### src/rtl/bfa_pkg.sv
// Shared types, constants and helpers for the bitmap frame allocator.
package bfa_pkg;

  localparam int NUM_FRAMES_DEF = 65536;
  localparam int WORD_BITS_DEF  = 32;   // power of two
  localparam int LIMIT_W        = 17;
  localparam int FRAME_W        = 16;
  localparam int COUNT_W        = 17;
  localparam logic [LIMIT_W-1:0] LIMIT_RST = 17'd65536;
  localparam int SCAN_IDX_W     = 6;
  localparam int SCAN_RUN_W     = 24;

  typedef enum logic [1:0] {
    FN_ALLOC_ONE = 2'd0,
    FN_ALLOC_RUN = 2'd1,
    FN_FREE      = 2'd2,
    FN_RESERVE   = 2'd3
  } func_t;

  typedef enum logic [1:0] {
    STAT_OK     = 2'd0,
    STAT_NOMEM  = 2'd1,
    STAT_BADARG = 2'd2
  } status_t;

  typedef enum logic [2:0] {
    S_CLEAR,
    S_IDLE,
    S_SCAN,
    S_MARK_RD,
    S_MARK_WR,
    S_RC_RD,
    S_RC_ACC,
    S_DONE
  } bfa_state_t;

  typedef struct packed {
    logic                  found;
    logic [SCAN_IDX_W-1:0] hit_bit;
    logic                  any_free;
    logic [SCAN_IDX_W-1:0] free_bit;
    logic [SCAN_RUN_W-1:0] run;
  } scan_res_t;

  function automatic logic [6:0] popcnt64(input logic [63:0] v);
    logic [6:0] n;
    n = '0;
    for (int i = 0; i < 64; i++) begin
      n = n + 7'(v[i]);
    end
    return n;
  endfunction

endpackage

### src/rtl/bfa_word_scan.sv
// Per-word run finder: free-run lengths ending at each bit, first fit and first free bit.
module bfa_word_scan import bfa_pkg::*; #(
  parameter int WORD_BITS = WORD_BITS_DEF,
  parameter int XW        = 18
) (
  input  logic [WORD_BITS-1:0] used_bits,
  input  logic [XW-1:0]        run_in,
  input  logic [XW-1:0]        need,
  output scan_res_t            res
);

  localparam int BW = $clog2(WORD_BITS);

  logic [XW-1:0] run_j [WORD_BITS];

  always_comb begin
    logic          have;
    logic [BW-1:0] pos;
    for (int j = 0; j < WORD_BITS; j++) begin
      have = 1'b0;
      pos  = '0;
      for (int i = 0; i <= j; i++) begin
        if (used_bits[i]) begin
          have = 1'b1;
          pos  = BW'(i);
        end
      end
      run_j[j] = have ? (XW'(j) - XW'(pos)) : (run_in + XW'(j) + XW'(1));
    end
  end

  always_comb begin
    res = '0;
    for (int j = WORD_BITS - 1; j >= 0; j--) begin
      if (!used_bits[j] && run_j[j] >= need) begin
        res.found   = 1'b1;
        res.hit_bit = SCAN_IDX_W'(j);
      end
      if (!used_bits[j]) begin
        res.any_free = 1'b1;
        res.free_bit = SCAN_IDX_W'(j);
      end
    end
    res.run = SCAN_RUN_W'(run_j[WORD_BITS-1]);
  end

endmodule

### config.mk
export PLATFORM = sky130hd
export DESIGN_NAME = bfa_word_scan
export DESIGN_NICKNAME = d
export VERILOG_FILES = /design/src/rtl/bfa_pkg.sv /design/src/rtl/bfa_word_scan.sv
export SDC_FILE = /design/constraint.sdc
export NUM_CORES = 2
export LEC_CHECK = 0
export ABC_AREA = 1
export BUFFER_PORTS_ARGS = -buffer_cell sky130_fd_sc_hd__buf_2
export CAP_MARGIN = 20
export CORE_UTILIZATION = 50
export DETAILED_ROUTE_END_ITERATION = 10
export PLACE_DENSITY = 0.64
export SLEW_MARGIN = 15
export SYNTH_ARGS = -nofsm -noshare
export SYNTH_HDL_FRONTEND = slang
export SYNTH_SLANG_ARGS = --single-unit
export TNS_END_PERCENT = 50
### constraint.sdc
create_clock -name vclk -period 17.5
set_clock_uncertainty 0.05 [all_clocks]
set_input_delay 2.625 -clock vclk [all_inputs]
set_output_delay 2.625 -clock vclk [all_outputs]
set_load 0.005 [all_outputs]
# Word-level counts from Yosys, hierarchy flattened
# Index checks and enable logic that the tools add are counted.
# W data, S select, Z words.
dict set report totals {
  out_inout_bits 38
  in_bits 68
  reg_bits 0
  wordCells 348
}
dict set report classes {
  n_mux 159
  n_lt_le_gt_ge 32
  n_reduce_logical 64
  addsub 93
}
# cell n
set op_table {}
lappend op_table {{$add A18 B1 Y18 const B} 32}
lappend op_table {{$ge A18 B18 Y1} 32}
lappend op_table {{$mux W18} 32}
lappend op_table {{$mux W7} 64}
lappend op_table {{$add A18 B5 Y18 const B} 16}
lappend op_table {{$mux W5} 30}
lappend op_table {{$add A18 B4 Y18 const B} 8}
lappend op_table {{$sub A5 B5 Y6 const A} 16}
lappend op_table {{$add A18 B3 Y18 const B} 4}
lappend op_table {{$sub A4 B5 Y6 const A} 8}
lappend op_table {{$add A18 B2 Y18 const B} 2}
lappend op_table {{$mux W1} 33}
lappend op_table {{$logic_and A1 B1 Y1} 32}
lappend op_table {{$logic_not A1 Y1} 32}
lappend op_table {{$sub A3 B5 Y6 const A} 4}
lappend op_table {{$sub A2 B5 Y6 const A} 2}
lappend op_table {{$sub A1 B5 Y6 const A} 1}

# Depth between registers and ports, before layout
dict set report logic_depth {
  depth_word 67
  depth_mapped 72
  mapped_depth_nobuf 72
}

# Worst setup path after synthesis
# No wires, ideal clock.
dict set report synth_timing {
  kind {input port to output port}
  start {in used_bits[5]}
  end {out res[31] (netlist bit)}
  cell_stages 71
  setup_slack_ps 7195
  t_arrival_ps 7630
  path_buffers 1
  required_ps 14825
  cell_sequence {nor2_2 -> inv_2 -> nor2_2 -> inv_2 -> nor2_8 -> nor2_4 -> nor2_2 -> nand2_1 -> nor2_1 -> inv_2 -> nor2_2 -> nor2_2 -> nor2_2 -> nand2_1 -> nor2_1 -> inv_1 -> nor2_1 -> nor2_1 -> [... 35 more ...] -> nand2_1 -> nand2_1 -> nand2_1 -> nand2_1 -> nand2_1 -> nand2_1 -> nand2_1 -> nand2_1 -> nand2_1 -> nand2_1 -> nand2_1 -> nand2_1 -> nand2_1 -> nand2_1 -> nand2_1 -> nand2_1 -> nand2_1 -> a21oi_1}
}
# item line
set synth_lines {}
lappend synth_lines {{start: declaration} bfa_word_scan.sv:6} ;# input logic [WORD_BITS-1:0] used_bits,
lappend synth_lines {{end: declaration} bfa_word_scan.sv:9} ;# output scan_res_t res

==> out/results.ini <==
[setup_path]
critical-path-max-stage-delay_ps=490
cp_launch_type=primary input
crit_path_top_delay_cell=sky130_fd_sc_hd__nor2_2
critPathLaunch=used_bits[0]
worstPathMaxFanout=24
setup.worst_path.class=primary input to output pin
worst_path_arrival_ps=10740
timing.critical_path.to_type=output pin
worstPathRequired_ps=14830
setup.worst_path.end=res[31]
critical-path-top-cell-by-count=sky130_fd_sc_hd__nand2_1

[route]
post_drt_via_cell_ratio=6.60
routedWlPerCell_um=29.0
detail_route.iter0.violations=5185
post-route-drc-count=2
vias=32000
finalWirelength_um=141000
drtAntennaViolNets=0
drt_pass1_iterations=9

[layout]
numSequentialCells=0
instances_no_fill=4856
seqCellArea_um2=0
nets=4878
nClkBuffers=0
area.growth.synth_to_final_pct=5.36
finished_layout_cell_area_mm2=0.0264
layout_cells_sized_above_1_pct=8.08

[grt]
first_global_vias=28700
grt_antenna_before_repair=14
grt_start_max_net_pins=33
grt_util_all_layers_pct=53.9
global_route.overflow_total=0
wire_length_of_the_first_global_routing_pass_um=197000

[place]
post-dp-hpwl_um=96400
io_buffer_count=98
placedCellCount=4846
placement.cell_area_mm2=0.0264
routabilityCongestion=1.14
dp_worst_setup_slack_ps=4470

[yosys]
yosysSeqAreaShare_pct=0
most_common_cell_in_the_netlist=sky130_fd_sc_hd__nand2_1
netlist_area_mm2=0.0251
yosys.area.top_type_share_pct=31.2
yosysWarningCount=0
synth.top_cells.by_count=sky130_fd_sc_hd__nand2_1 (788), sky130_fd_sc_hd__ha_1 (625), sky130_fd_sc_hd__nor2_1 (588), sky130_fd_sc_hd__a21oi_1 (473), sky130_fd_sc_hd__inv_1 (361)
avgSynthCellArea_um2=6.07
synth_cells=4129
synth.area.top_cells=sky130_fd_sc_hd__ha_1 (31%), sky130_fd_sc_hd__nand2_1 (12%), sky130_fd_sc_hd__a21oi_1 (9.4%), sky130_fd_sc_hd__nor2_1 (8.8%), sky130_fd_sc_hd__xor2_1 (7.7%)
yosys.area.top_type=sky130_fd_sc_hd__ha_1
synth_cell_type_count=61

[timing]
final_period_demand_of_the_worst_path_ps=13410
worstMarginPinSlew_ps=1270
final_min_period_over_clock_period_pct=76.6
final.setup.tns_ps=0
setup_viol_count_final=0
slew_viol_final=0
hold_violations=0
fin_ws_ps=4090
maxClockFrequency_mhz=74.6
max-slew-margin-rel_pct=15.2
rsz0062_at_grt=false

[run_status]
violations_in_the_final_reports=design-rule violations
status=finished, violations left

[die]
core_area_mm2=0.0492
row_count=81
fp.dieH_um=226
floorplan.initialDensity_pct=51.0
die_width_um=226
die_area_mm2=0.0510
top_level_ports=106

[clocking]
number_of_buffers_added_to_fix_hold_violations_after_cts=0
ctsResizeCount=0
postCtsSetupBuffers=0

[hold_path]
min-delay-path-class=primary input to output pin

[run]
max_cap_viol_count=0

[final cells by class]
| type | instances | area, um^2 |
|---|---|---|
| fillers | 5345 | 22800 |
| multi-input cells | 3576 | 22800 |
| diodes | 9 | 22.5 |
| inverters | 418 | 1600 |
| well taps | 664 | 831 |
| repair buffers | 189 | 1170 |
[critical path, delay by kind of cell]
kind / cells / cell delay (ps)
adder cells (fa/ha/maj): 1 / 300
AND/OR/NAND/NOR: 48 / 5450
buffers and inverters: 15 / 2090
AO/OA/AOI/OAI: 2 / 190
[stage by stage]
stage | util [%] | hold slack [ps]
2_1_floorplan | - | 5240
3_3_place_gp | 53.6 | 5520
3_5_place_dp | 53.6 | 5520
4_1_cts | 53.6 | 5520
5_1_grt | 53.7 | 5550
6_report | 53.7 | 5530
[worst min-delay path by stage]
stage	start	to	slack (ps)	depth (start not counted)
3_3_place_gp	used_bits[1]	res[24]	5520	3
3_5_place_dp	used_bits[1]	res[24]	5520	3
2_1_floorplan	used_bits[31]	res[2]	5240	1
4_1_cts	used_bits[1]	res[24]	5520	3
6_report	used_bits[1]	res[24]	5530	3
5_1_grt	used_bits[1]	res[24]	5550	3
[metal layers]
metal  vias up  global-route usage, %  share of wire [%]
met5         -                   2.35               0.14
met4        12                   43.7                 10
met3       925                   23.1                 16
met2      2635                   74.5                 37
met1     14200                   63.9                 36
li1      14300                      -                  -
[cells by family (layout without fill, tap and decap cells)]
family	Yosys count	count (layout)	synth area share [%]
AOI/OAI and AO/OA	1019	1019	22.9
xor gates and xnor gates	227	227	7.94
adders and majority gates	625	625	31.2
buffers and inverters	560	607	9.31
muxes	1	1	0.0400
other	1	17	0.0150
and+or+nand+nor	1696	1696	28.5
[layout by cell type, fill, tap and decap left out, drive strengths merged, types with 33 or more instances in the layout]
cell | Yosys | routed
a211oi | 50 | 50
a21oi | 477 | 477
a31oi | 51 | 51
buf | 55 | 189
ha | 625 | 625
inv | 404 | 403
nand2 | 795 | 795
nand3 | 79 | 79
nand4 | 73 | 73
nor2 | 628 | 628
nor3 | 75 | 75
nor4 | 33 | 33
o21ai | 318 | 318
xor2 | 220 | 220
